--- src/rtl/core/crhm_pkg.sv ---
// Package for the challenge/response hash mixer core.
// SHA-256 constants, beat structs, bytewise choose/majority helpers.
`default_nettype none
package crhm_pkg;

  typedef struct packed {
    logic [63:0] challenge_hi;
    logic [63:0] challenge_lo;
  } in_beat_t;

  typedef struct packed {
    logic [63:0] response_hi;
    logic [63:0] response_lo;
    logic        bad_challenge;
  } out_beat_t;

  localparam int unsigned ROUNDS = 64;

  function automatic logic [31:0] sha_k(input logic [5:0] idx);
    logic [31:0] k;
    case (idx)
      6'd0: k = 32'h428a2f98; 6'd1: k = 32'h71374491; 6'd2: k = 32'hb5c0fbcf;
      6'd3: k = 32'he9b5dba5; 6'd4: k = 32'h3956c25b; 6'd5: k = 32'h59f111f1;
      6'd6: k = 32'h923f82a4; 6'd7: k = 32'hab1c5ed5; 6'd8: k = 32'hd807aa98;
      6'd9: k = 32'h12835b01; 6'd10: k = 32'h243185be; 6'd11: k = 32'h550c7dc3;
      6'd12: k = 32'h72be5d74; 6'd13: k = 32'h80deb1fe; 6'd14: k = 32'h9bdc06a7;
      6'd15: k = 32'hc19bf174; 6'd16: k = 32'he49b69c1; 6'd17: k = 32'hefbe4786;
      6'd18: k = 32'h0fc19dc6; 6'd19: k = 32'h240ca1cc; 6'd20: k = 32'h2de92c6f;
      6'd21: k = 32'h4a7484aa; 6'd22: k = 32'h5cb0a9dc; 6'd23: k = 32'h76f988da;
      6'd24: k = 32'h983e5152; 6'd25: k = 32'ha831c66d; 6'd26: k = 32'hb00327c8;
      6'd27: k = 32'hbf597fc7; 6'd28: k = 32'hc6e00bf3; 6'd29: k = 32'hd5a79147;
      6'd30: k = 32'h06ca6351; 6'd31: k = 32'h14292967; 6'd32: k = 32'h27b70a85;
      6'd33: k = 32'h2e1b2138; 6'd34: k = 32'h4d2c6dfc; 6'd35: k = 32'h53380d13;
      6'd36: k = 32'h650a7354; 6'd37: k = 32'h766a0abb; 6'd38: k = 32'h81c2c92e;
      6'd39: k = 32'h92722c85; 6'd40: k = 32'ha2bfe8a1; 6'd41: k = 32'ha81a664b;
      6'd42: k = 32'hc24b8b70; 6'd43: k = 32'hc76c51a3; 6'd44: k = 32'hd192e819;
      6'd45: k = 32'hd6990624; 6'd46: k = 32'hf40e3585; 6'd47: k = 32'h106aa070;
      6'd48: k = 32'h19a4c116; 6'd49: k = 32'h1e376c08; 6'd50: k = 32'h2748774c;
      6'd51: k = 32'h34b0bcb5; 6'd52: k = 32'h391c0cb3; 6'd53: k = 32'h4ed8aa4a;
      6'd54: k = 32'h5b9cca4f; 6'd55: k = 32'h682e6ff3; 6'd56: k = 32'h748f82ee;
      6'd57: k = 32'h78a5636f; 6'd58: k = 32'h84c87814; 6'd59: k = 32'h8cc70208;
      6'd60: k = 32'h90befffa; 6'd61: k = 32'ha4506ceb; 6'd62: k = 32'hbef9a3f7;
      default: k = 32'hc67178f2;
    endcase
    return k;
  endfunction

  localparam logic [255:0] SHA_H0 = {
    32'h6a09e667, 32'hbb67ae85, 32'h3c6ef372, 32'ha54ff53a,
    32'h510e527f, 32'h9b05688c, 32'h1f83d9ab, 32'h5be0cd19};

  function automatic logic [7:0] bch(input logic [7:0] x, input logic [7:0] y,
                                     input logic [7:0] z);
    return (x & y) ^ (~x & z);
  endfunction

  function automatic logic [7:0] bmj(input logic [7:0] x, input logic [7:0] y,
                                     input logic [7:0] z);
    return (x & y) ^ (x & z) ^ (y & z);
  endfunction

endpackage
`default_nettype wire

--- src/rtl/core/challenge_response_hash_mixer_core.sv ---
// Top level of the challenge/response hash mixer core.
// Depends on crhm_pkg; holds one shared SHA-256 round unit and its sequencer.
//
// Usage: drive in_beat and raise start while busy is low; the beat is taken
// at that edge and busy rises. The block recovers four secret bytes, hashes
// them once for the check, and on a match hashes twice more (encrypt, then
// confuse of the encrypted bytes). Each hash is one padded SHA-256 block run
// through a single round unit, one round per cycle over a 16-word message
// window.
// Each pass is one load step, the SHA-256 rounds and one finish step; a bad
// challenge runs one pass, a good one three. One beat at a time.
// The result shows on out_beat for exactly one cycle with out_valid high;
// busy falls in that same cycle, so the next start may be taken there.
// The receiver cannot stall; a result not taken in its cycle is gone.
// Reset (rst_n low, synchronous) returns the sequencer to idle and drops
// busy and out_valid.
`default_nettype none
module challenge_response_hash_mixer_core (
  input  wire logic              clk,
  input  wire logic              rst_n,
  input  wire logic              start,
  output logic                   busy,
  input  wire crhm_pkg::in_beat_t  in_beat,
  output logic                   out_valid,
  output crhm_pkg::out_beat_t    out_beat
);
  import crhm_pkg::*;

  localparam logic [1:0] ST_IDLE = 2'd0;
  localparam logic [1:0] ST_LOAD = 2'd1;
  localparam logic [1:0] ST_RUN  = 2'd2;
  localparam logic [1:0] ST_DONE = 2'd3;

  localparam logic [1:0] PASS_CHECK = 2'd0;
  localparam logic [1:0] PASS_ENC   = 2'd1;
  localparam logic [1:0] PASS_RESP  = 2'd2;

  logic [1:0]   state_r, state_nxt;
  logic [1:0]   pass_r, pass_nxt;
  logic [5:0]   rnd_r, rnd_nxt;
  logic [127:0] chal_r, chal_nxt;
  logic [31:0]  msg_r, msg_nxt;       // hashed bytes, byte 0 in [7:0]
  logic [255:0] wk_r, wk_nxt;         // a..h, a in top word
  logic [511:0] win_r, win_nxt;       // w[t..t+15], w[t] in low word
  logic         ov_r, ov_nxt;
  out_beat_t    ob_r, ob_nxt;

  logic [7:0]   cb [16];
  logic [7:0]   sec [4];
  logic [7:0]   dg [32];
  logic [7:0]   mix [36];
  logic [7:0]   conf [16];
  logic [7:0]   emj [12];
  logic [31:0]  encw;
  logic [127:0] confw;

  logic [31:0] ra, rb, rc, rd, re, rf, rg, rh, t1, t2, w0, w1, w9, w14, s0w, s1w, wn;
  logic [255:0] hsum;

  always_comb begin
    for (int i = 0; i < 16; i++) cb[i] = chal_r[8*i +: 8];
    for (int i = 0; i < 4; i++)
      sec[i] = bmj(cb[3*i], cb[3*i+1], cb[3*i+2]) ^ cb[12+i];
    {ra, rb, rc, rd, re, rf, rg, rh} = wk_r;
    w0  = win_r[31:0];
    w1  = win_r[63:32];
    w9  = win_r[319:288];
    w14 = win_r[479:448];
    s0w = {w1[6:0], w1[31:7]} ^ {w1[17:0], w1[31:18]} ^ (w1 >> 3);
    s1w = {w14[16:0], w14[31:17]} ^ {w14[18:0], w14[31:19]} ^ (w14 >> 10);
    wn  = w0 + s0w + w9 + s1w;
    t1 = rh + ({re[5:0], re[31:6]} ^ {re[10:0], re[31:11]} ^ {re[24:0], re[31:25]})
       + ((re & rf) ^ (~re & rg)) + sha_k(rnd_r) + w0;
    t2 = ({ra[1:0], ra[31:2]} ^ {ra[12:0], ra[31:13]} ^ {ra[21:0], ra[31:22]})
       + ((ra & rb) ^ (ra & rc) ^ (rb & rc));
    for (int i = 0; i < 8; i++)
      hsum[32*i +: 32] = wk_r[32*i +: 32] + SHA_H0[32*i +: 32];
    for (int i = 0; i < 32; i++) dg[i] = hsum[255 - 8*i -: 8];
    for (int i = 0; i < 4; i++) begin
      for (int j = 0; j < 8; j++) mix[9*i+j] = dg[8*i+j];
      mix[9*i+8] = msg_r[8*i +: 8];
    end
    for (int i = 0; i < 12; i++) begin
      conf[i] = bch(mix[3*i], mix[3*i+1], mix[3*i+2]);
      emj[i]  = bmj(mix[3*i], mix[3*i+1], mix[3*i+2]);
    end
    for (int i = 0; i < 4; i++) begin
      conf[12+i] = bmj(conf[3*i], conf[3*i+1], conf[3*i+2]) ^ msg_r[8*i +: 8];
      encw[8*i +: 8] = bch(emj[3*i], emj[3*i+1], emj[3*i+2]);
    end
    for (int i = 0; i < 16; i++) confw[8*i +: 8] = conf[i];
  end

  always_comb begin
    state_nxt = state_r;
    pass_nxt  = pass_r;
    rnd_nxt   = rnd_r;
    chal_nxt  = chal_r;
    msg_nxt   = msg_r;
    wk_nxt    = wk_r;
    win_nxt   = win_r;
    ov_nxt    = 1'b0;
    ob_nxt    = ob_r;
    case (state_r)
      ST_IDLE: begin
        if (start) begin
          chal_nxt  = {in_beat.challenge_hi, in_beat.challenge_lo};
          pass_nxt  = PASS_CHECK;
          state_nxt = ST_LOAD;
        end
      end
      ST_LOAD: begin
        if (pass_r == PASS_CHECK) msg_nxt = {sec[3], sec[2], sec[1], sec[0]};
        state_nxt = ST_RUN;
        rnd_nxt   = '0;
        wk_nxt    = SHA_H0;
        win_nxt   = '0;
        win_nxt[31:0]    = (pass_r == PASS_CHECK) ? {sec[0], sec[1], sec[2], sec[3]}
                         : {msg_r[7:0], msg_r[15:8], msg_r[23:16], msg_r[31:24]};
        win_nxt[63:32]   = 32'h80000000;
        win_nxt[511:480] = 32'd32;
      end
      ST_RUN: begin
        wk_nxt  = {t1 + t2, ra, rb, rc, rd + t1, re, rf, rg};
        win_nxt = {wn, win_r[511:32]};
        rnd_nxt = rnd_r + 6'd1;
        if (rnd_r == 6'(ROUNDS - 1)) state_nxt = ST_DONE;
      end
      default: begin
        // digest is hsum; decide the next pass
        state_nxt = ST_LOAD;
        case (pass_r)
          PASS_CHECK: begin
            if (confw != chal_r) begin
              ob_nxt    = '{response_hi: '0, response_lo: '0, bad_challenge: 1'b1};
              ov_nxt    = 1'b1;
              state_nxt = ST_IDLE;
            end else begin
              pass_nxt = PASS_ENC;
            end
          end
          PASS_ENC: begin
            msg_nxt  = encw;
            pass_nxt = PASS_RESP;
          end
          default: begin
            ob_nxt    = '{response_hi: confw[127:64], response_lo: confw[63:0],
                          bad_challenge: 1'b0};
            ov_nxt    = 1'b1;
            state_nxt = ST_IDLE;
          end
        endcase
      end
    endcase
  end

  always_ff @(posedge clk) begin
    if (!rst_n) begin
      state_r <= ST_IDLE;
      pass_r  <= PASS_CHECK;
      rnd_r   <= '0;
      ov_r    <= 1'b0;
    end else begin
      state_r <= state_nxt;
      pass_r  <= pass_nxt;
      rnd_r   <= rnd_nxt;
      ov_r    <= ov_nxt;
    end
    chal_r <= chal_nxt;
    msg_r  <= msg_nxt;
    wk_r   <= wk_nxt;
    win_r  <= win_nxt;
    ob_r   <= ob_nxt;
  end

  assign busy      = (state_r != ST_IDLE);
  assign out_valid = ov_r;
  assign out_beat  = ob_r;

endmodule
`default_nettype wire
--- config.mk ---
export PLATFORM = sky130hd
export DESIGN_NAME = challenge_response_hash_mixer_core
export DESIGN_NICKNAME = d
export VERILOG_FILES = /design/src/rtl/core/crhm_pkg.sv /design/src/rtl/core/challenge_response_hash_mixer_core.sv
export SDC_FILE = /design/constraint.sdc
export NUM_CORES = 2
export LEC_CHECK = 0
export ABC_AREA = 1
export BUFFER_PORTS_ARGS = -buffer_cell sky130_fd_sc_hd__buf_2
export CAP_MARGIN = 30
export CORE_MARGIN = 3
export CORE_UTILIZATION = 50
export CTS_CLUSTER_DIAMETER = 40
export CTS_CLUSTER_SIZE = 8
export DETAILED_ROUTE_END_ITERATION = 12
export PLACE_DENSITY = 0.67
export RECOVER_POWER = 25
export SETUP_SLACK_MARGIN = 0.02
export SYNTH_ARGS = -nofsm -noshare
export SYNTH_HDL_FRONTEND = slang
export SYNTH_SLANG_ARGS = --single-unit
--- constraint.sdc ---
create_clock -name clk -period 42 [get_ports clk]
set_input_delay 8.4 -clock clk [delete_from_list [all_inputs] [get_ports clk]]
set_output_delay 8.4 -clock clk [all_outputs]
set_load 0.05 [all_outputs]
; Yosys cells after proc, flatten, opt, wreduce, memory -nomap -nowiden
; Memory sizes are Yosys's and may differ from the RTL's. A register that Yosys moved wholly into a read port is not among the register bits.
; Index checks and enable logic that the tools add are counted.
[totals]
register_bits = 1068
romBits = 2048
in_bits = 131
out_inout_bits = 131
word_cells = 260
mem_count = 1
[mem_list]
columns = memory, depth, word_bits, read_ports, rd_ports_with_merged_regs, wr, line
row1 = (no name shown), 64, 32, 1, 1, 0, crhm_pkg.sv:21  ; case (idx)
[classes]
add_sub_neg = 19
n_eq_ne = 10
n_mux = 22
bitwise = 182
n_reduce_logical = 15
[op_table]
columns = operator, count
row1 = $pmux 512 s2, 1
row2 = $and 8x8->8, 80
row3 = $pmux 256 s2, 1
row4 = $xor 8x8->8, 64
row5 = $add 32x32->32, 10
row6 = $xor 32x32->32, 9
row7 = $pmux 129 s2, 1
row8 = $and 32x32->32, 5
row9 = $mux 129, 1
row10 = $ne 128x128->1, 1
row11 = $not 8->8, 16
row12 = $add 32x31->32 const B, 3
row13 = $add 32x32->32 const B, 3
row14 = $mux 32, 3
row15 = $pmux 32 s2, 1
row16 = $add 32x29->32 const B, 1
row17 = $add 32x30->32 const B, 1
row18 = $not 32->32, 1
row19 = $xor 32x22->32, 1
row20 = $xor 32x29->32, 1
row21 = $mux 6, 2
row22 = $pmux 6 s2, 1
row23 = $mux 2, 4
row24 = $pmux 2 s2, 2
row25 = other kinds (20), 35

; Longest topological paths before layout
[depth]
word_depth = 12
mapped_depth = 39
depth_no_buf = 38

; Least setup slack after synthesis
; OpenSTA, ideal clock, no wires.
[synth_path]
kind = register to register
start = reg state_r[0]
end = reg (tool-made name)
setup_time_ns = 0.137
arrival_ns = 18.863
required_time_ns = 41.863
slack_ns = 23.000
path_stages_with_launch = 17
n_path_buf = 2
period_less_slack_ns = 19.000
cell_sequence = dfxtp_1 inv_1 ha_1 clkbuf_1 inv_1 o21ai_1 and3_1 clkbuf_1 inv_1 ha_1 inv_1 nor2_1 o311ai_0 a21oi_1 a31oi_1 nor2_1 a31oi_1
[synth_lines]
columns = item, line
row1 = "start, declared", challenge_response_hash_mixer_core.sv:38  ; logic [1:0] state_r, state_nxt;
row2 = "start signal, assigned", challenge_response_hash_mixer_core.sv:164  ; state_r <= state_nxt;

==> reports/results.tsv <==
stage	metric	value	unit
cells_and_area	layout cells sized above 1	9.38	%
logic_synthesis	main flop type after synthesis	edfxtp_1	
setup_path	Data required, critical path	42720	ps
setup_path	Crit Path Category	in -> reg	
sta	Final Cycle Share	26.9	%
global_route	vias in the first global route	60400	
setup_path	CP bufs+invs	3	
place	DP HPWL	235000	um
cells_and_area	Layout area overhead	13.4	%
cells_and_area	Core Util, Final	57.2	%
detailed_routing	Avg WL per Cell	25.8	um
detailed_routing	antenna viol nets, final	0	
sta	FMAX	88.5	MHz
clock_tree	Inserted Clock Buffers	203	
clock_tree	CTS H-tree depth	4	
logic_synthesis	complex-gate fraction of the synthesized area	8.58	%
global_route	largest net degree at the start of global routing	209	
logic_synthesis	sequential area share after synthesis	44.4	%
clock_tree	CTS-repair resized insts	0	
setup_path	worst-path cell with the longest stage delay	nor2_1	
setup_path	Cell Chain, Critical Path	buf_2 -> and3_1 -> inv_1 -> ha_1 -> inv_1 -> nor2_1 -> o311ai_0 -> a21oi_1 -> a31oi_1 -> nor2_1 -> a31oi_1	
clock_tree	CTS root buffer	clkbuf_16	
setup_path	Worst path max stage delay	770	ps
global_route	global-route wire length before repair	421000	um
sta	setup total negative slack	0	ps
sta	minimum clock period	11300	ps
place	Port Buf Inserts	261	
cells_and_area	# nets final	9895	
global_route	initial antenna violation count	15	
sta	Tightest Pin Transition	9310	ps
logic_synthesis	Cells after Synth	9125	
logic_synthesis	ys async rst share	0	%
floorplanning	Placeable Area	146000	sq um
global_route	Global Route Usage Sum	38.5	%
global_route	gr ovfl total	0	
floorplanning	die span in y	389	um
sta	Fin Clk Skew	97.2	ps
detailed_routing	Initial DRT Pass Iterations	9	
detailed_routing	routed via count	65400	
detailed_routing	DRC Markers	0	
setup_path	Startpoint Class	input port	
logic_synthesis	YS warnings	0	
sta	Final Hold Fails	0	
logic_synthesis	mux share of post-synthesis cell area	0	%
logic_synthesis	main combinational cell family by area after synthesis	simple AND/OR/NAND/NOR gates	
clock_tree	clk_lat worst skew	870	ps
logic_synthesis	EDFF count, synth	1057	
sta	slew margin rel.	-521	%
setup_path	Crit path max-delay family	simple AND/OR/NAND/NOR gates	
flow_run	max-cap check violation count	11	
floorplanning	Die Wd	389	um
place	gpl congestion	1.07	
setup_path	critical path capture point type	register	
hold_path	Min-Delay Path Class	reg -> reg	
logic_synthesis	adder-cell share of the synthesized area	7.76	%
logic_synthesis	Cell variety after synth	73	
logic_synthesis	synthesized area	73500	sq um
logic_synthesis	Synth Net Count	9596	
logic_synthesis	Simple-Gate Fraction of Synth Area	23.7	%
logic_synthesis	Avg Cell Area, Syn	8.05	sq um
sta	RSZ-0062 raised after global routing	false	
floorplanning	Initial Util	50.4	%
outcome	status	finished, violations left	
detailed_routing	routed vias/inst	5.70	
clock_tree	Num Clock Sinks	1100	
floorplanning	die area	152000	sq um
detailed_routing	initial detailed-routing violation count	8480	
outcome	failing checks	capacitance limit, slew limit	
clock_tree	Post-CTS Setup Bufs	0	
clock_tree	CTS clk-pin slew, worst paths	50	ps
setup_path	Crit Path Max Fanout	10	
clock_tree	CTS tree	done	
clock_tree	Clock Path Buffers	3	
logic_synthesis	Synth Area in XOR/XNOR	5.02	%
sta	Final Setup Violations	0	
sta	final slew viol count	774	
floorplanning	Placement Rows	140	
setup_path	Critical Path AT	12020	ps
floorplanning	IO Count	262	
clock_tree	CTS Hold Buffers Added	0	
detailed_routing	WL final	296000	um
logic_synthesis	Yosys reg bits	1100	
[cells in the mapped netlist (all sizes together) (5+ instances only)]
cell | count | area share [%]
nand2 | 2592 | 14
inv | 1766 | 9.0
edfxtp | 1057 | 43
nand3 | 682 | 4.8
nor2 | 681 | 3.8
o21ai | 458 | 3.2
a21oi | 432 | 3.0
xor2 | 266 | 3.2
fa | 187 | 5.1
xnor2 | 154 | 1.8
ha | 153 | 2.6
clkbuf | 147 | 0.75
buf | 86 | 0.79
nand4 | 57 | 0.49
nor3 | 57 | 0.42
a31oi | 44 | 0.37
dfxtp | 43 | 1.2
o21a | 37 | 0.38
nand3b | 28 | 0.29
o211ai | 27 | 0.28
a21boi | 21 | 0.21
o21bai | 20 | 0.21
or2 | 18 | 0.15
o31ai | 12 | 0.13
a21o | 10 | 0.10
a32oi | 9 | 0.11
and2 | 8 | 0.068
o221ai | 8 | 0.095
o311ai | 8 | 0.095
o22ai | 7 | 0.060
a221oi | 5 | 0.060
a32o | 5 | 0.068
[per-layer routing]
layer | GRT usage [%] | part of all wire [%]
met2 | 54.6 | 41
met5 | 0 | 0.038
met1 | 54.2 | 41
met4 | 18.3 | 5.5
met3 | 11.2 | 12
[cell type report]
type / instances / area [sq um]
antenna: 9 / 22.5
timing repair buffer: 327 / 1840
inverter: 1770 / 6660
multi-input combinational: 6022 / 33100
sequential: 1100 / 32600
clock buffer: 235 / 5230
tap: 1917 / 2400
fill: 13300 / 62400
clock inverter: 102 / 1510
[tightest hold or removal path, stage by stage, from the launching register on]
cell and delay (ps):
edfxtp_1 310, nand2_1 60, inv_1 40
[cells in the final DEF, fill, tap and decap left out, types with 11 or more instances in the layout]
cell type / instances
dfxtp_1: 43
inv_2: 78
nor2_4: 15
nand3b_1: 27
o21ai_0: 419
o21ai_1: 29
clkinv_2: 18
clkbuf_16: 203
a21oi_1: 423
nand2_2: 70
a21boi_0: 11
inv_1: 1683
o21a_1: 37
xor2_1: 265
clkbuf_1: 41
o31ai_1: 11
nand3_1: 666
nor3_1: 52
buf_4: 47
nor2_1: 620
clkinv_16: 14
edfxtp_1: 1057
nand3_2: 16
buf_2: 261
xnor2_1: 154
o211ai_1: 27
clkinv_1: 15
a31oi_1: 44
clkinv_4: 20
bufinv_16: 21
nor2_2: 43
or2_2: 16
clkinvlp_4: 17
o21bai_1: 19
fa_1: 187
nand4_1: 57
nand2_1: 2518
ha_1: 152
[flip-flops by register name, indices dropped and copies added (netlist names), named ones only]
name	flops
msg_r	32
out_beat	129
out_valid	1
chal_r	128
rnd_r	6
win_r	512
state_r	2
pass_r	2
wk_r	256
[kinds of logic (layout without fill, tap and decap cells)]
logic type               count (synthesis)  count (layout)
buffers and inverters                 2003            2434
flip-flops                            1100            1100
XOR/XNOR                               420             420
AO/OA/AOI/OAI                         1125            1125
other                                    0               9
AND/OR/NAND/NOR                       4133            4133
adder cells (fa/ha/maj)                344             344
[per-stage QoR]
stage | std cells | setup WS, ps | instance area [sq um] | hold WS, ps
floorplan | 9125 | 23000 | 73500 | 474
global placement | 11100 | 29930 | 76500 | 483
detailed placement | 11100 | 30040 | 76600 | 488
CTS | 11500 | 30930 | 83300 | 457
global route | 11500 | 30660 | 83300 | 477
finish | 11500 | 30700 | 83300 | 466
[final timing paths]
check          endpoint       start  cells after the start  slack, ps
max            register       rst_n                     11      30700
min          win_r[451]  win_r[483]                      2        470
max reg2reg  win_r[251]  state_r[0]                      6      31970
min reg2reg  win_r[451]  win_r[483]                      2        470
Power is not shown: default switching activity piles up to over one toggle a cycle in this logic, so the estimate is an artifact.
